--- config.mk ---
export PLATFORM = sky130hd
export DESIGN_NAME = chr_ram
export DESIGN_NICKNAME = d
export VERILOG_FILES = /design/src/sv/chr_pkg.sv /design/src/sv/chr_ram.sv
export SDC_FILE = /design/constraint.sdc
export NUM_CORES = 1
export LEC_CHECK = 0
export ABC_AREA = 1
export BUFFER_PORTS_ARGS = -buffer_cell sky130_fd_sc_hd__buf_2
export CORE_ASPECT_RATIO = 2
export CORE_UTILIZATION = 45
export DETAILED_ROUTE_END_ITERATION = 8
export SYNTH_ARGS = -nofsm -noshare
export SYNTH_HDL_FRONTEND = slang
export SYNTH_SLANG_ARGS = --single-unit
--- constraint.sdc ---
create_clock -name clk -period 3.3 [get_ports clk]
set_clock_uncertainty 0.15 [all_clocks]
set_input_delay 0.66 -clock clk [delete_from_list [all_inputs] [get_ports clk]]
set_output_delay 0.66 -clock clk [all_outputs]
set_load 0.05 [all_outputs]
--- src/sv/chr_pkg.sv ---
// chr_pkg: shared types, codes and width helpers for the command history ring
// no dependencies; used by the interfaces, all modules and the checker
`timescale 1ns / 1ps
`default_nettype none

package chr_pkg;

    // fixed field widths
    localparam int CMD_W  = 2;
    localparam int CHAR_W = 8;
    localparam int CMAX_W = 7;

    // reset value of the stream limit register
    localparam logic [CMAX_W-1:0] CMAX_RESET = 7'd63;

    // default sizes handed to the top level
    localparam int HISTORY_DEPTH_DEF = 16;
    localparam int LINE_BYTES_DEF    = 64;

    // result kinds
    localparam logic KIND_CHAR  = 1'b0;
    localparam logic KIND_EMPTY = 1'b1;

    // input commands
    typedef enum logic [CMD_W-1:0] {
        CMD_APPEND = 2'd0,
        CMD_COMMIT = 2'd1,
        CMD_PREV   = 2'd2,
        CMD_NEXT   = 2'd3
    } cmd_t;

    // sequencer states
    typedef enum logic [2:0] {
        ST_IDLE,
        ST_CMP_LEN,
        ST_CMP,
        ST_COPY,
        ST_STR_LEN,
        ST_STREAM,
        ST_EMPTY
    } state_t;

    // bits for a line length, 0 .. line_bytes-1
    function automatic int len_width(input int line_bytes);
        return $clog2(line_bytes);
    endfunction

    // bits for a character index inside a line
    function automatic int idx_width(input int line_bytes);
        return (line_bytes > 2) ? $clog2(line_bytes - 1) : 1;
    endfunction

    // bits for a ring slot
    function automatic int slot_width(input int history_depth);
        return (history_depth > 1) ? $clog2(history_depth) : 1;
    endfunction

    // bits for an entry count, 0 .. history_depth
    function automatic int cnt_width(input int history_depth);
        return $clog2(history_depth + 1);
    endfunction

endpackage

`default_nettype wire

--- src/sv/chr_ram.sv ---
// chr_ram: simple dual-port ram, one write and one registered read per cycle
// depends on chr_pkg for the default width
`timescale 1ns / 1ps
`default_nettype none

module chr_ram #(
    parameter int WIDTH  = chr_pkg::CHAR_W,
    parameter int ADDR_W = 6
) (
    input  logic              clk,
    input  logic              we,
    input  logic [ADDR_W-1:0] waddr,
    input  logic [WIDTH-1:0]  wdata,
    input  logic              re,
    input  logic [ADDR_W-1:0] raddr,
    output logic [WIDTH-1:0]  rdata
);

    localparam int DEPTH = 1 << ADDR_W;

    logic [WIDTH-1:0] mem [DEPTH];
    logic [WIDTH-1:0] rdata_reg;

    // write port
    always_ff @(posedge clk)
    begin
        if (we)
        begin
            mem[waddr] <= wdata;
        end
    end

    // read port, data held until the next read
    always_ff @(posedge clk)
    begin
        if (re)
        begin
            rdata_reg <= mem[raddr];
        end
    end

    assign rdata = rdata_reg;

endmodule

`default_nettype wire

==> impl_metrics.toml, run 1 <==
[status]
status = "finished clean"

[die]
ios = 31
dieHeight_microns = 310.5
fp-row-count = 112
core_sq_um = 46800
fp.dieW_microns = 156.3
dieArea_sq_um = 48530
start_util_pct = 45.76

[critical_path]
crit_path_end_kind = "flop"
cp-start-kind = "input port"
cp_data_required_time_ns = 3.34
worst-setup-path-type = "input port to flop"
crit_fanout = 9
critPathArrivalTime_ns = 2.51

[finish]
layout_common_cells = "nand2_1, edfxtp_1, nand3_1, buf_4, nor2_1"
nNetsFinal = 1875
regArea_sq_um = 15620
layout_commonest_cell = "nand2_1"
multi_input_area_sq_um = 4946
area_growth_pct = 10.47
drive_above_1_share_pct = 9.380
largest_reg_flops = 512
final_util_pct = 50.55
fillCellCount = 4134
n_antenna_cell = 0

[yosys]
synth.ff_latch_count = 520
ys_seq_area_share_pct = 72.90
synth_area_sq_um = 21420
ys_warn_count = 0
synth_fp_nets = 1828
yosysUniqueCellTypes = 15
avgSynthCellArea_sq_um = 11.87
netlist_instances = 1805

[grt]
grt_max_degree = 75
grt_pass1_wl_microns = 83990
grt_use_total_pct = 23.69
grt_pass1_vias = 13650
grt.overflow.total = 0
antenna_found_initial = 0

[drt]
ant_nets = 0
routedWlPerCell_microns = 22.45
avgViaCountPerCell = 5.472
first_pass_iters = 5
drtIter0Drc = 1213
wl_microns = 56440
vias = 13760
drc = 0

[sta]
worst_pin_slew_ns = 0.9341
fin_tns_setup_ns = 0
setup_viol = 0
finalHoldViolations = 0
slew_headroom_pct = 37.72
worst_slack_ns = 0.8319
post-route-period-util_pct = 74.79
period_needed_ns = 2.468
slew_viol_final = 0
rsz0062_at_grt = "no"
max_freq_ghz = 0.4052

[job]
cap_violations = 0

[placement]
post-place-ws_ns = 0.3043
gp_congestion = 0.8876
dp_hpwl_microns = 35290
numPortBuffers = 30

[clocking]
ctsHtreeMaxLevel = 2
clockRootBuffer = "clkbuf_16"
postCtsSetupBuffers = 0
cts_buffers = 43
ctsLongestPathBuffers = 3
post_cts_resized = 0
cts_hold_buf = 0
clk_latency_ns = 0.57
cts.clk_slew.worst_paths_ns = 0.07
cts_sinks = 520
cts_tree = "yes"

[power_and_ir_drop]
p_total_uw = 13230
p_int_uw = 10200
p_seq_share_pct = 55.5
power.leakage_uw = 0.008506
pwr-share-clk_pct = 37.6
vdd_drop_max_mv = 0.4130
powerDensity_nw_per_um2 = 558.9
p_sw_uw = 3025
combinationalPowerShare_pct = 6.9
sw_frac_of_total_pct = 22.87

[worst_hold_path]
hold_path_class = "input port to flop"
## cell usage after synthesis, drive strengths merged
cell    count  area, sq um
nor4        8        50.05
nor2       56        210.2
nand4       9        56.30
clkbuf     15        56.30
nand3     439         2197
inv        12        50.05
nand2     648         2432
edfxtp    520        15610
buf        98        752.0
## per-layer routing
layer	global-route usage, %	vias up	share of wire (%)
met5	0	-	0
met1	27.17	6718	36
met3	2.469	138	5.3
met4	13.77	0	6.0
li1	-	6440	-
met2	42.25	460	53
## metrics by stage
stage,hold slack (ns),cell area [sq um],std cells
6_report,0.3360,23660,2514
5_1_grt,0.3173,23660,2514
4_1_cts,0.3026,23660,2514
3_5_place_dp,0.7438,22330,2434
3_3_place_gp,0.7241,22330,2434
2_1_floorplan,0.6089,21420,1805
## cell families after synthesis
kind of cell           count (synthesis)  synth area share (%)
buffers and inverters                125                 4.007
flip-flops                           520                 72.90
AND/OR/NAND/NOR                     1160                 23.09
## worst max-delay path: stages
cell and delay (ns):
buf_2 0.16, inv_1 0.21, nand4_1 0.64, nor2_1 0.83
## power by group through the flow
stage | Combinational (uW) | Sequential (uW) | Clock (uW)
final | 919 | 7340 | 4970
after global routing | 994 | 7340 | 5260
after CTS | 925 | 7340 | 5050
after detailed placement | 923 | 7480 | 0
after global placement | 915 | 7480 | 0
after floorplan | 514 | 7510 | 0
## cell type report
class	count	share of cell area [%]
clock buffers	54	4.722
clock inverters	26	0.8937
inverters	12	0.2221
multi-input cells	1160	20.90
flip-flops and latches	520	65.99
well taps	627	3.316
repair buffers	115	3.950
## path summary, 6_finish.rpt
kind              depth (start not counted)    endpoint       start  slack, ns
hold reg to reg                           8    rdata[2]  mem[60][2]       0.76
setup reg to reg                          8    rdata[6]  mem[35][6]       1.56
hold / removal                            1    rdata[2]          re       0.34
setup / recovery                          4  mem[60][6]    waddr[0]       0.83
Power figures use the tool's default switching activity.
==> run 2, diff against run 1 <==
==> constraint.sdc (replaced) <==
create_clock -name clk -period 2.5 [get_ports clk]
set_clock_uncertainty 0.15 [all_clocks]
set_input_delay 0.5 -clock clk [delete_from_list [all_inputs] [get_ports clk]]
set_output_delay 0.5 -clock clk [all_outputs]
set_load 0.05 [all_outputs]
==> impl_metrics.toml, run 2 (synthesized netlist as in run 1, its figures left out) <==
[critical_path]
cp_data_required_time_ns = 2.78
crit_start = "raddr[3]"
endpoint = "rdata[4]"
reg2reg_from = "mem[1][4]"
crit_fanout = 32
crit_path_end_kind = "flop"
r2r_cells = 8
cp-start-kind = "input port"
critPathArrivalTime_ns = 2.37
regToRegSetupSlack_ns = 0.76
worst-setup-path-type = "input port to flop"
r2r_end = "rdata[4]"

[die]
start_util_pct = 45.76
ios = 31
dieHeight_microns = 310.5
fp-row-count = 112
core_sq_um = 46800
fp.dieW_microns = 156.3
dieArea_sq_um = 48530

[clocking]
ctsLongestPathBuffers = 3
cts_buffers = 43
cts_hold_buf = 0
ctsHtreeMaxLevel = 2
postCtsSetupBuffers = 0
clk_latency_ns = 0.57
cts_tree = "yes"
cts.clk_slew.worst_paths_ns = 0.07
post_cts_resized = 0
cts_sinks = 520
clockRootBuffer = "clkbuf_16"

[finish]
nNetsFinal = 1906
drive_above_1_share_pct = 10.74
largest_reg_flops = 512
layout_common_cells = "nand2_1, edfxtp_1, nand3_1, buf_4, nor2_1"
layout_commonest_cell = "nand2_1"
area_growth_pct = 12.16
final_area_sq_um = 24020
multi_input_area_sq_um = 4946
fillCellCount = 4123
regArea_sq_um = 15620
n_antenna_cell = 0

[sta]
slew_headroom_pct = 3.800
period_needed_ns = 2.092
max_freq_ghz = 0.4779
slew_viol_final = 0
setup_viol = 0
worst_pin_slew_ns = 1.441
post-route-period-util_pct = 83.70
rsz0062_at_grt = "no"
finalHoldViolations = 0

[drt]
ant_nets = 0
routedWlPerCell_microns = 22.13
avgViaCountPerCell = 5.470
vias = 13870
first_pass_iters = 5
drtIter0Drc = 1069
wl_microns = 56100
drc = 0

[worst_hold_path]
hold_path_class = "input port to flop"

[status]
status = "finished clean"

[placement]
place_area_sq_um = 22740
dp_hpwl_microns = 35340
gp_congestion = 0.8902
numPortBuffers = 30

[grt]
grt_use_total_pct = 23.67
grt.overflow.total = 0
grt_max_degree = 66
antenna_found_initial = 0
grt_pass1_wl_microns = 83820
grt_pass1_vias = 13680

[power_and_ir_drop]
p_total_uw = 17360
vdd_drop_max_mv = 0.4662
powerDensity_nw_per_um2 = 722.7
power.leakage_uw = 0.008724

[job]
cap_violations = 0
-- run 2: report_power, final --
| part | switching, uW | internal, uW |
|---|---|---|
| logic | 911 | 338 |
| clock network | 2960 | 3470 |
| registers | 20.2 | 9660 |
-- run 2: layer usage --
layer  routed length, microns  global-route usage (%)  vias to the layer above
met5                        0                       0                        -
met4                     3002                   12.37                        0
met3                     2442                   2.218                      128
met2                    30870                   44.13                      431
met1                    19780                   26.11                     6822
li1                         -                       -                     6486
-- run 2: worst min path at each step --
stage	from	end	slack (ns)	depth (start not counted)
after CTS	re	rdata[7]	0.16	1
after global placement	mem[34][6]	rdata[6]	0.72	8
after detailed placement	mem[34][6]	rdata[6]	0.72	8
after floorplan	wdata[0]	mem[0][0]	0.45	0
final	re	rdata[1]	0.19	1
after global routing	re	rdata[0]	0.17	1
-- run 2: worst max-delay path, stage by stage --
cell and delay (ns):
buf_2 0.12, inv_1 1.02, nand2_1 0.12, nand3_1 0.27, nand3_1 0.21, nand2_1 0.12
-- run 2: through the flow --
step	TNS [ns]	util (%)	setup WS, ns	std cells	hold slack (ns)
floorplan	0	-	0.08388	1805	0.4489
global placement	-0.4095	48.59	-0.1426	2465	0.7210
detailed placement	-0.3438	48.59	-0.1270	2465	0.7225
CTS	0	51.33	0.4566	2535	0.1636
global route	0	51.33	0.4099	2535	0.1717
finish	0	51.33	0.4076	2535	0.1881
-- run 2: area by class of cell --
class,instances,area share [%]
timing repair buffer,146,5.588
clock buffer,53,4.635
clock inverter,17,0.7083
inverter,12,0.2187
tap,627,3.265
sequential,520,65.00
multi-input combinational,1160,20.59
