==> src/sv/chr_pkg.sv <==
// chr_pkg: shared types, codes and width helpers for the command history ring
// no dependencies; used by the interfaces, all modules and the checker
`timescale 1ns / 1ps
`default_nettype none

package chr_pkg;

    // fixed field widths
    localparam int CMD_W  = 2;
    localparam int CHAR_W = 8;
    localparam int CMAX_W = 7;

    // reset value of the stream limit register
    localparam logic [CMAX_W-1:0] CMAX_RESET = 7'd63;

    // default sizes handed to the top level
    localparam int HISTORY_DEPTH_DEF = 16;
    localparam int LINE_BYTES_DEF    = 64;

    // result kinds
    localparam logic KIND_CHAR  = 1'b0;
    localparam logic KIND_EMPTY = 1'b1;

    // input commands
    typedef enum logic [CMD_W-1:0] {
        CMD_APPEND = 2'd0,
        CMD_COMMIT = 2'd1,
        CMD_PREV   = 2'd2,
        CMD_NEXT   = 2'd3
    } cmd_t;

    // sequencer states
    typedef enum logic [2:0] {
        ST_IDLE,
        ST_CMP_LEN,
        ST_CMP,
        ST_COPY,
        ST_STR_LEN,
        ST_STREAM,
        ST_EMPTY
    } state_t;

    // bits for a line length, 0 .. line_bytes-1
    function automatic int len_width(input int line_bytes);
        return $clog2(line_bytes);
    endfunction

    // bits for a character index inside a line
    function automatic int idx_width(input int line_bytes);
        return (line_bytes > 2) ? $clog2(line_bytes - 1) : 1;
    endfunction

    // bits for a ring slot
    function automatic int slot_width(input int history_depth);
        return (history_depth > 1) ? $clog2(history_depth) : 1;
    endfunction

    // bits for an entry count, 0 .. history_depth
    function automatic int cnt_width(input int history_depth);
        return $clog2(history_depth + 1);
    endfunction

endpackage

`default_nettype wire

==> src/sv/chr_if.sv <==
// chr_if: valid/ready channel interfaces for commands, results and configuration
// depends on chr_pkg for field widths and the command type
`timescale 1ns / 1ps
`default_nettype none

// command channel
interface chr_req_if;
    logic                            valid;
    logic                            ready;
    chr_pkg::cmd_t                   command;
    logic [chr_pkg::CHAR_W-1:0]      char_in;

    modport source (output valid, output command, output char_in, input ready);
    modport sink   (input valid, input command, input char_in, output ready);
endinterface

// result channel
interface chr_rsp_if;
    logic                            valid;
    logic                            ready;
    logic [chr_pkg::CHAR_W-1:0]      char_out;
    logic                            kind;
    logic                            last;

    modport source (output valid, output char_out, output kind, output last, input ready);
    modport sink   (input valid, input char_out, input kind, input last, output ready);
endinterface

// configuration write channel
interface chr_cfg_if;
    logic                            valid;
    logic                            ready;
    logic [chr_pkg::CMAX_W-1:0]      out_chars_max;

    modport source (output valid, output out_chars_max, input ready);
    modport sink   (input valid, input out_chars_max, output ready);
endinterface

`default_nettype wire

==> src/sv/chr_seq.sv <==
// chr_seq: command sequencer with the shared index counter and byte compare,
// history bookkeeping and the result register; depends on chr_pkg and chr_if
`timescale 1ns / 1ps
`default_nettype none

module chr_seq #(
    parameter int HISTORY_DEPTH = chr_pkg::HISTORY_DEPTH_DEF,
    parameter int LINE_BYTES    = chr_pkg::LINE_BYTES_DEF,
    parameter int LEN_W         = chr_pkg::len_width(chr_pkg::LINE_BYTES_DEF),
    parameter int IDX_W         = chr_pkg::idx_width(chr_pkg::LINE_BYTES_DEF),
    parameter int SLOT_W        = chr_pkg::slot_width(chr_pkg::HISTORY_DEPTH_DEF)
) (
    input  logic                          clk,
    input  logic                          rst_n,
    chr_req_if.sink                       req,
    chr_rsp_if.source                     rsp,
    chr_cfg_if.sink                       cfg,
    // staging line ram
    output logic                          stg_we,
    output logic [IDX_W-1:0]              stg_waddr,
    output logic [chr_pkg::CHAR_W-1:0]    stg_wdata,
    output logic                          stg_re,
    output logic [IDX_W-1:0]              stg_raddr,
    input  logic [chr_pkg::CHAR_W-1:0]    stg_rdata,
    // line store ram
    output logic                          line_we,
    output logic [SLOT_W+IDX_W-1:0]       line_waddr,
    output logic [chr_pkg::CHAR_W-1:0]    line_wdata,
    output logic                          line_re,
    output logic [SLOT_W+IDX_W-1:0]       line_raddr,
    input  logic [chr_pkg::CHAR_W-1:0]    line_rdata,
    // entry length ram
    output logic                          len_we,
    output logic [SLOT_W-1:0]             len_waddr,
    output logic [LEN_W-1:0]              len_wdata,
    output logic                          len_re,
    output logic [SLOT_W-1:0]             len_raddr,
    input  logic [LEN_W-1:0]              len_rdata
);

    localparam int CNT_W = chr_pkg::cnt_width(HISTORY_DEPTH);
    localparam logic [SLOT_W-1:0] LAST_SLOT  = SLOT_W'(HISTORY_DEPTH - 1);
    localparam logic [CNT_W-1:0]  FULL_COUNT = CNT_W'(HISTORY_DEPTH);
    localparam logic [LEN_W-1:0]  STAGE_FULL = LEN_W'(LINE_BYTES - 1);

    chr_pkg::state_t                state_reg, state_next;
    logic [LEN_W-1:0]               idx_reg, idx_next;
    logic [LEN_W-1:0]               len_reg, len_next;
    logic                           pend_reg, pend_next;
    logic [LEN_W-1:0]               stg_len_reg, stg_len_next;
    logic                           ovf_reg, ovf_next;
    logic [CNT_W-1:0]               count_reg, count_next;
    logic [SLOT_W-1:0]              ws_reg, ws_next;
    logic                           active_reg, active_next;
    logic [SLOT_W-1:0]              pos_reg, pos_next;
    logic [SLOT_W-1:0]              slot_reg, slot_next;
    logic [chr_pkg::CMAX_W-1:0]     cmax_reg, cmax_next;
    logic                           out_valid_reg, out_valid_next;
    logic [chr_pkg::CHAR_W-1:0]     out_char_reg, out_char_next;
    logic                           out_kind_reg, out_kind_next;
    logic                           out_last_reg, out_last_next;

    logic                           req_fire;
    logic                           can_load;
    logic                           issue;
    logic [SLOT_W-1:0]              newest_slot;
    logic [SLOT_W-1:0]              slot_dec;
    logic [SLOT_W-1:0]              slot_inc;
    logic [SLOT_W-1:0]              ws_inc;
    logic [LEN_W-1:0]               idx_prev;
    logic [LEN_W-1:0]               stream_len;

    // ring pointer arithmetic
    assign newest_slot = (ws_reg == '0) ? LAST_SLOT : ws_reg - SLOT_W'(1);
    assign slot_dec    = (slot_reg == '0) ? LAST_SLOT : slot_reg - SLOT_W'(1);
    assign slot_inc    = (slot_reg == LAST_SLOT) ? '0 : slot_reg + SLOT_W'(1);
    assign ws_inc      = (ws_reg == LAST_SLOT) ? '0 : ws_reg + SLOT_W'(1);
    assign idx_prev    = idx_reg - LEN_W'(1);

    // stored length clipped to the stream limit
    assign stream_len = (chr_pkg::CMAX_W'(len_rdata) > cmax_reg) ?
                        LEN_W'(cmax_reg) : len_rdata;

    // handshakes
    assign req.ready = (state_reg == chr_pkg::ST_IDLE);
    assign req_fire  = req.valid && req.ready;
    assign can_load  = !out_valid_reg || rsp.ready;
    assign cfg.ready = 1'b1;

    assign rsp.valid    = out_valid_reg;
    assign rsp.char_out = out_char_reg;
    assign rsp.kind     = out_kind_reg;
    assign rsp.last     = out_last_reg;

    assign stg_wdata  = req.char_in;
    assign line_wdata = stg_rdata;
    assign len_wdata  = stg_len_reg;

    // next state, ram controls and result loading
    always_comb
    begin
        state_next     = state_reg;
        idx_next       = idx_reg;
        len_next       = len_reg;
        pend_next      = pend_reg;
        stg_len_next   = stg_len_reg;
        ovf_next       = ovf_reg;
        count_next     = count_reg;
        ws_next        = ws_reg;
        active_next    = active_reg;
        pos_next       = pos_reg;
        slot_next      = slot_reg;
        cmax_next      = cfg.valid ? cfg.out_chars_max : cmax_reg;
        out_valid_next = out_valid_reg && !rsp.ready;
        out_char_next  = out_char_reg;
        out_kind_next  = out_kind_reg;
        out_last_next  = out_last_reg;
        issue          = 1'b0;

        stg_we     = 1'b0;
        stg_waddr  = stg_len_reg[IDX_W-1:0];
        stg_re     = 1'b0;
        stg_raddr  = idx_reg[IDX_W-1:0];
        line_we    = 1'b0;
        line_waddr = {ws_reg, idx_prev[IDX_W-1:0]};
        line_re    = 1'b0;
        line_raddr = {newest_slot, idx_reg[IDX_W-1:0]};
        len_we     = 1'b0;
        len_waddr  = ws_reg;
        len_re     = 1'b0;
        len_raddr  = newest_slot;

        case (state_reg)
            chr_pkg::ST_IDLE:
            begin
                if (req_fire)
                begin
                    case (req.command)
                        chr_pkg::CMD_APPEND:
                        begin
                            if (req.char_in != '0)
                            begin
                                if (stg_len_reg < STAGE_FULL)
                                begin
                                    stg_we       = 1'b1;
                                    stg_len_next = stg_len_reg + LEN_W'(1);
                                end
                                else
                                begin
                                    ovf_next = 1'b1;
                                end
                            end
                        end
                        chr_pkg::CMD_COMMIT:
                        begin
                            idx_next  = '0;
                            pend_next = 1'b0;
                            if (stg_len_reg == '0)
                            begin
                                ovf_next = 1'b0;
                            end
                            else if (!ovf_reg && count_reg != '0)
                            begin
                                len_re     = 1'b1;
                                len_raddr  = newest_slot;
                                state_next = chr_pkg::ST_CMP_LEN;
                            end
                            else
                            begin
                                state_next = chr_pkg::ST_COPY;
                            end
                        end
                        chr_pkg::CMD_PREV:
                        begin
                            if (count_reg != '0)
                            begin
                                active_next = 1'b1;
                                if (!active_reg)
                                begin
                                    pos_next  = SLOT_W'(count_reg - CNT_W'(1));
                                    slot_next = newest_slot;
                                end
                                else if (pos_reg != '0)
                                begin
                                    pos_next  = pos_reg - SLOT_W'(1);
                                    slot_next = slot_dec;
                                end
                                len_re     = 1'b1;
                                len_raddr  = slot_next;
                                state_next = chr_pkg::ST_STR_LEN;
                            end
                        end
                        chr_pkg::CMD_NEXT:
                        begin
                            if (active_reg)
                            begin
                                if (CNT_W'(pos_reg) + CNT_W'(1) < count_reg)
                                begin
                                    pos_next   = pos_reg + SLOT_W'(1);
                                    slot_next  = slot_inc;
                                    len_re     = 1'b1;
                                    len_raddr  = slot_inc;
                                    state_next = chr_pkg::ST_STR_LEN;
                                end
                                else
                                begin
                                    active_next = 1'b0;
                                    pos_next    = '0;
                                    state_next  = chr_pkg::ST_EMPTY;
                                end
                            end
                        end
                        default:
                        begin
                            state_next = chr_pkg::ST_IDLE;
                        end
                    endcase
                end
            end

            // compare lengths: if they differ the line is new, else compare its bytes
            chr_pkg::ST_CMP_LEN:
            begin
                if (len_rdata != stg_len_reg)
                begin
                    state_next = chr_pkg::ST_COPY;
                end
                else
                begin
                    state_next = chr_pkg::ST_CMP;
                end
            end

            // byte compare against the newest entry, one byte per cycle
            chr_pkg::ST_CMP:
            begin
                issue = (idx_reg < stg_len_reg);
                if (issue)
                begin
                    stg_re     = 1'b1;
                    line_re    = 1'b1;
                    line_raddr = {newest_slot, idx_reg[IDX_W-1:0]};
                    idx_next   = idx_reg + LEN_W'(1);
                end
                pend_next = issue;
                if (pend_reg)
                begin
                    if (stg_rdata != line_rdata)
                    begin
                        idx_next   = '0;
                        pend_next  = 1'b0;
                        state_next = chr_pkg::ST_COPY;
                    end
                    else if (!issue)
                    begin
                        // duplicate of the newest entry: drop it
                        stg_len_next = '0;
                        ovf_next     = 1'b0;
                        state_next   = chr_pkg::ST_IDLE;
                    end
                end
            end

            // copy staging line into the write slot
            chr_pkg::ST_COPY:
            begin
                issue = (idx_reg < stg_len_reg);
                if (issue)
                begin
                    stg_re   = 1'b1;
                    idx_next = idx_reg + LEN_W'(1);
                end
                pend_next = issue;
                if (pend_reg)
                begin
                    line_we = 1'b1;
                    if (!issue)
                    begin
                        len_we       = 1'b1;
                        ws_next      = ws_inc;
                        count_next   = (count_reg < FULL_COUNT) ?
                                       count_reg + CNT_W'(1) : count_reg;
                        active_next  = 1'b0;
                        pos_next     = '0;
                        stg_len_next = '0;
                        ovf_next     = 1'b0;
                        state_next   = chr_pkg::ST_IDLE;
                    end
                end
            end

            // clip the recalled length
            chr_pkg::ST_STR_LEN:
            begin
                len_next  = stream_len;
                idx_next  = '0;
                pend_next = 1'b0;
                if (stream_len == '0)
                begin
                    state_next = chr_pkg::ST_IDLE;
                end
                else
                begin
                    state_next = chr_pkg::ST_STREAM;
                end
            end

            // stream the selected entry, one character per transfer
            chr_pkg::ST_STREAM:
            begin
                issue = (idx_reg < len_reg) && (!pend_reg || can_load);
                if (issue)
                begin
                    line_re    = 1'b1;
                    line_raddr = {slot_reg, idx_reg[IDX_W-1:0]};
                    idx_next   = idx_reg + LEN_W'(1);
                end
                if (pend_reg && can_load)
                begin
                    out_valid_next = 1'b1;
                    out_char_next  = line_rdata;
                    out_kind_next  = chr_pkg::KIND_CHAR;
                    out_last_next  = (idx_reg == len_reg);
                    if (idx_reg == len_reg)
                    begin
                        state_next = chr_pkg::ST_IDLE;
                    end
                end
                pend_next = issue || (pend_reg && !can_load);
            end

            // cursor stepped past the newest entry
            chr_pkg::ST_EMPTY:
            begin
                if (can_load)
                begin
                    out_valid_next = 1'b1;
                    out_char_next  = '0;
                    out_kind_next  = chr_pkg::KIND_EMPTY;
                    out_last_next  = 1'b1;
                    state_next     = chr_pkg::ST_IDLE;
                end
            end

            default:
            begin
                state_next = chr_pkg::ST_IDLE;
            end
        endcase
    end

    // control registers
    always_ff @(posedge clk or negedge rst_n)
    begin
        if (!rst_n)
        begin
            state_reg     <= chr_pkg::ST_IDLE;
            idx_reg       <= '0;
            len_reg       <= '0;
            pend_reg      <= 1'b0;
            stg_len_reg   <= '0;
            ovf_reg       <= 1'b0;
            count_reg     <= '0;
            ws_reg        <= '0;
            active_reg    <= 1'b0;
            pos_reg       <= '0;
            slot_reg      <= '0;
            cmax_reg      <= chr_pkg::CMAX_RESET;
            out_valid_reg <= 1'b0;
        end
        else
        begin
            state_reg     <= state_next;
            idx_reg       <= idx_next;
            len_reg       <= len_next;
            pend_reg      <= pend_next;
            stg_len_reg   <= stg_len_next;
            ovf_reg       <= ovf_next;
            count_reg     <= count_next;
            ws_reg        <= ws_next;
            active_reg    <= active_next;
            pos_reg       <= pos_next;
            slot_reg      <= slot_next;
            cmax_reg      <= cmax_next;
            out_valid_reg <= out_valid_next;
        end
    end

    // result payload
    always_ff @(posedge clk)
    begin
        out_char_reg <= out_char_next;
        out_kind_reg <= out_kind_next;
        out_last_reg <= out_last_next;
    end

endmodule

`default_nettype wire

==> src/flat_wrapper.sv <==
// flat-port wrapper written by rule: the top's interface ports become plain ports
module chr_seq_flat 
#(
    parameter int HISTORY_DEPTH = chr_pkg::HISTORY_DEPTH_DEF,
    parameter int LINE_BYTES    = chr_pkg::LINE_BYTES_DEF,
    parameter int LEN_W         = chr_pkg::len_width(chr_pkg::LINE_BYTES_DEF),
    parameter int IDX_W         = chr_pkg::idx_width(chr_pkg::LINE_BYTES_DEF),
    parameter int SLOT_W        = chr_pkg::slot_width(chr_pkg::HISTORY_DEPTH_DEF)
)
  (clk, rst_n, stg_we, stg_waddr, stg_wdata, stg_re, stg_raddr, stg_rdata, line_we, line_waddr, line_wdata, line_re, line_raddr, line_rdata, len_we, len_waddr, len_wdata, len_re, len_raddr, len_rdata, req_valid, req_command, req_char_in, req_ready, rsp_valid, rsp_char_out, rsp_kind, rsp_last, rsp_ready, cfg_valid, cfg_out_chars_max, cfg_ready);
  chr_req_if req_i ();
  chr_rsp_if rsp_i ();
  chr_cfg_if cfg_i ();
  input  logic clk;
  input  logic rst_n;
  output logic stg_we;
  output logic [IDX_W-1:0] stg_waddr;
  output logic [chr_pkg::CHAR_W-1:0] stg_wdata;
  output logic stg_re;
  output logic [IDX_W-1:0] stg_raddr;
  input  logic [chr_pkg::CHAR_W-1:0] stg_rdata;
  output logic line_we;
  output logic [SLOT_W+IDX_W-1:0] line_waddr;
  output logic [chr_pkg::CHAR_W-1:0] line_wdata;
  output logic line_re;
  output logic [SLOT_W+IDX_W-1:0] line_raddr;
  input  logic [chr_pkg::CHAR_W-1:0] line_rdata;
  output logic len_we;
  output logic [SLOT_W-1:0] len_waddr;
  output logic [LEN_W-1:0] len_wdata;
  output logic len_re;
  output logic [SLOT_W-1:0] len_raddr;
  input  logic [LEN_W-1:0] len_rdata;
  input wire logic [$bits(req_i.valid)-1:0] req_valid;
  input wire logic [$bits(req_i.command)-1:0] req_command;
  input wire logic [$bits(req_i.char_in)-1:0] req_char_in;
  output wire logic [$bits(req_i.ready)-1:0] req_ready;
  output wire logic [$bits(rsp_i.valid)-1:0] rsp_valid;
  output wire logic [$bits(rsp_i.char_out)-1:0] rsp_char_out;
  output wire logic [$bits(rsp_i.kind)-1:0] rsp_kind;
  output wire logic [$bits(rsp_i.last)-1:0] rsp_last;
  input wire logic [$bits(rsp_i.ready)-1:0] rsp_ready;
  input wire logic [$bits(cfg_i.valid)-1:0] cfg_valid;
  input wire logic [$bits(cfg_i.out_chars_max)-1:0] cfg_out_chars_max;
  output wire logic [$bits(cfg_i.ready)-1:0] cfg_ready;
  assign req_i.valid = req_valid;
  assign req_i.command = req_command;
  assign req_i.char_in = req_char_in;
  assign req_ready = req_i.ready;
  assign rsp_valid = rsp_i.valid;
  assign rsp_char_out = rsp_i.char_out;
  assign rsp_kind = rsp_i.kind;
  assign rsp_last = rsp_i.last;
  assign rsp_i.ready = rsp_ready;
  assign cfg_i.valid = cfg_valid;
  assign cfg_i.out_chars_max = cfg_out_chars_max;
  assign cfg_ready = cfg_i.ready;
  chr_seq #(.HISTORY_DEPTH(HISTORY_DEPTH), .LINE_BYTES(LINE_BYTES), .LEN_W(LEN_W), .IDX_W(IDX_W), .SLOT_W(SLOT_W)) u_core (.clk(clk), .rst_n(rst_n), .req(req_i), .rsp(rsp_i), .cfg(cfg_i), .stg_we(stg_we), .stg_waddr(stg_waddr), .stg_wdata(stg_wdata), .stg_re(stg_re), .stg_raddr(stg_raddr), .stg_rdata(stg_rdata), .line_we(line_we), .line_waddr(line_waddr), .line_wdata(line_wdata), .line_re(line_re), .line_raddr(line_raddr), .line_rdata(line_rdata), .len_we(len_we), .len_waddr(len_waddr), .len_wdata(len_wdata), .len_re(len_re), .len_raddr(len_raddr), .len_rdata(len_rdata));
endmodule
==> config.mk <==
export PLATFORM = sky130hd
export DESIGN_NAME = chr_seq_flat
export DESIGN_NICKNAME = d
export VERILOG_FILES = /design/src/sv/chr_pkg.sv /design/src/sv/chr_if.sv /design/src/sv/chr_seq.sv /design/src/flat_wrapper.sv
export SDC_FILE = /design/constraint.sdc
export NUM_CORES = 1
export LEC_CHECK = 0
export BUFFER_PORTS_ARGS = -buffer_cell sky130_fd_sc_hd__buf_2
export CAP_MARGIN = 10
export CORE_AREA = 2 2 95 97
export DETAILED_ROUTE_END_ITERATION = 8
export DIE_AREA = 0 0 97 99
export PLACE_DENSITY = 0.95
export SLEW_MARGIN = 30
export SYNTH_ARGS = -nofsm -noshare
export SYNTH_HDL_FRONTEND = slang
export SYNTH_SLANG_ARGS = --single-unit
==> constraint.sdc <==
create_clock -name clk -period 4.8 [get_ports clk]
set_clock_uncertainty 0.15 [all_clocks]
set_input_delay 0.48 -clock clk [delete_from_list [all_inputs] [get_ports clk]]
set_output_delay 0.48 -clock clk [all_outputs]
set_load 0.01 [all_outputs]
==> results.cfg <==
[outcome]
outcome = complete, no violations

[setup_path]
r2r_slack_ps = 1880
critical_path_class = reg -> out
cp-start-kind = flip-flop
endpoint_kind = output pin
crit_required_ps = 4170
cp.arrival_ps = 2930
rr_endpoint = u_core.pos_reg[3]
crit_path_max_fanout = 7
r2r_start = u_core.len_wdata[4]
ff2ff_path_depth = 9

[synthesis]
synth_top_family_by_area = compound AO/OA/AOI/OAI gates
synth_fp_nets = 655
ys.flop_type = dfrtp_1
synth_xor_area_share_pct = 4.79
synth_edf_count = 10
yosysSeqAreaShare_pct = 31.1
ys_top_cells_by_area = dfrtp_1 (22%), ha_1 (9.9%), edfxtp_1 (6.1%), buf_4 (5.0%), nand2_1 (4.1%)
synth_compound_area_share_pct = 21.7
synthCells = 572
synthMuxAreaShare_pct = 3.73
ys_warn_count = 0
synth-seq-cells = 59
synth_top_area_cell = dfrtp_1
async_reset_ff_share_pct = 83.1
syn_avg_cell_area_um2 = 8.62
yosysUniqueCellTypes = 71
syn_area_mm2 = 0.00493
yosys.area_share.simple_pct = 18.4
synth_top_area_share_pct = 21.8
synth_fa_ha_area_share_pct = 9.89

[clock_network]
cts_tree = built
htreeDepth = 3
clk_latency_ps = 340
post_cts_buffers = 0
cts_root_buffer = clkbuf_8
clkTransAtPathRegs_ps = 70
holdBufCountCts = 0
cts_sinks = 59
numCtsBuffers = 9
post_cts_resized = 0
cts_buffer_depth = 2

[grt]
grt_max_degree = 50
globalRouteOverflowTotal = 0
grt_use_total_pct = 27.4
grt_first_pass_wirelength_um = 21800
antenna_found_initial = 0
grt_pass1_vias = 4602

[detailed_routing]
drc_errors = 0
vias_per_cell = 6.08
dr.pass1.iters = 5
routed_wirelength_um = 12900
postRouteAntennaNets = 0
num_vias = 4656
drt_iter0_drc = 334
wire_per_inst_um = 16.9

[die]
die-area_mm2 = 0.00960
io_pins = 125
row_count = 34
fp.coreArea_mm2 = 0.00855
dieHeight_um = 99
initial_core_util_pct = 57.7
die_x_um = 97

[finish]
multi_input_area_mm2 = 0.00289
diodes = 0
layout_common_cells = buf_2 (123), nand2_1 (54), inv_1 (44)
area_growth_pct = 12.9
final_common_cell = buf_2
drive_gt1_share_pct = 25.7
fin_nets = 736
fin_area_mm2 = 0.00557
largest_reg_flops = 8
regArea_mm2 = 0.00153
nFillCells = 710

[timing]
post-route-period-util_pct = 74.3
slew_violations = 0
worst_slew_pin_slew_ps = 901
setup_viol = 0
relSlewSlack_pct = 39.1
max_freq_mhz = 281
hold_viol_final = 0
grt_setup_unrepaired = no
fin_ws_ps = 1240
final.min_clock_period_ps = 3560
fin_setup_tns_ps = 0

[place]
place_congestion = 0.909
dpl.hpwl_um = 10000
pre_cts_ws_ps = 1620
portBuffers = 123
place_area_mm2 = 0.00535

[min_path]
min_path_type = in -> async

[flow_run]
drv_cap = 0

[power]
p_leak_uw = 0.00262
irDropWorstVdd_mv = 0.364
pwr_density_cell_mw_per_mm2 = 556
==> metal layers <==
layer / global-route usage, % / wire, um / share of wire (%)
met1: 32.7 / 5140 / 40
met2: 48.7 / 6450 / 50
met3: 5.39 / 947 / 7.3
met4: 11.1 / 385 / 3.0
met5: 0 / 0 / 0
==> synth_stat cells, drive strengths merged, types with 8 or more instances <==
master,number
nand3,24
inv,45
dfrtp,43
and2,9
mux2,11
a21o,8
edfxtp,10
nor3,13
buf,38
ha,39
a21oi,19
nor2,33
xnor2,11
clkbuf,16
nand2,54
o31ai,13
a211oi,16
o21ai,39
xor2,16
==> critical path, cell delays in order, from the launching register on <==
cell and delay [ps]:
dfrtp_1 450, inv_1 70, ha_1 310, ha_1 270, a21boi_1 130, o21a_1 170
nor2_1 190, o211ai_1 280, mux2i_1 200, a221o_1 370, buf_2 140
==> cells by family (layout without fill, tap and decap cells) <==
family | Yosys count | count (layout)
AOI/OAI and AO/OA | 153 | 153
xor gates and xnor gates | 27 | 27
adders and majority gates | 39 | 39
buffers and inverters | 99 | 185
DFF | 59 | 59
muxes | 17 | 17
other | 1 | 1
and+or+nand+nor | 177 | 177
==> cell type report <==
type	instances	share of cell area (%)
Tap cell	108	2.43
Multi-Input combinational cell	414	51.9
Clock inverter	7	1.66
Sequential cell	59	27.5
Timing Repair Buffer	124	11.2
Inverter	45	3.03
Clock buffer	9	2.22
==> how the worst max path moves through the flow <==
stage | depth (start not counted) | slack, ps | startpoint | to
2_1_floorplan | 9 | 1930 | u_core.pos_reg[0] | len_raddr[1]
5_1_grt | 10 | 1060 | u_core.pos_reg[0] | len_raddr[1]
3_5_place_dp | 10 | 1620 | u_core.pos_reg[0] | len_raddr[1]
6_report | 10 | 1240 | u_core.pos_reg[0] | len_raddr[1]
3_3_place_gp | 10 | 1670 | u_core.pos_reg[0] | len_raddr[0]
4_1_cts | 10 | 1230 | u_core.pos_reg[0] | len_raddr[1]
==> power by group <==
part	leakage [uW]	internal, uW	switching (uW)
clock	0.000103	290	208
sequential	0.000703	650	251
combinational	0.00181	705	991
==> stage by stage <==
step	std cells	util, %	hold WS (ps)	total power (uW)
floorplan	572	-	34.4	2100
global route	766	65.1	148	3350
global placement	750	62.6	319	2530
finish	766	65.1	81.7	3090
detailed placement	750	62.6	326	2570
CTS	766	65.1	111	3080
No activity file was read; power rests on OpenSTA's default activity.
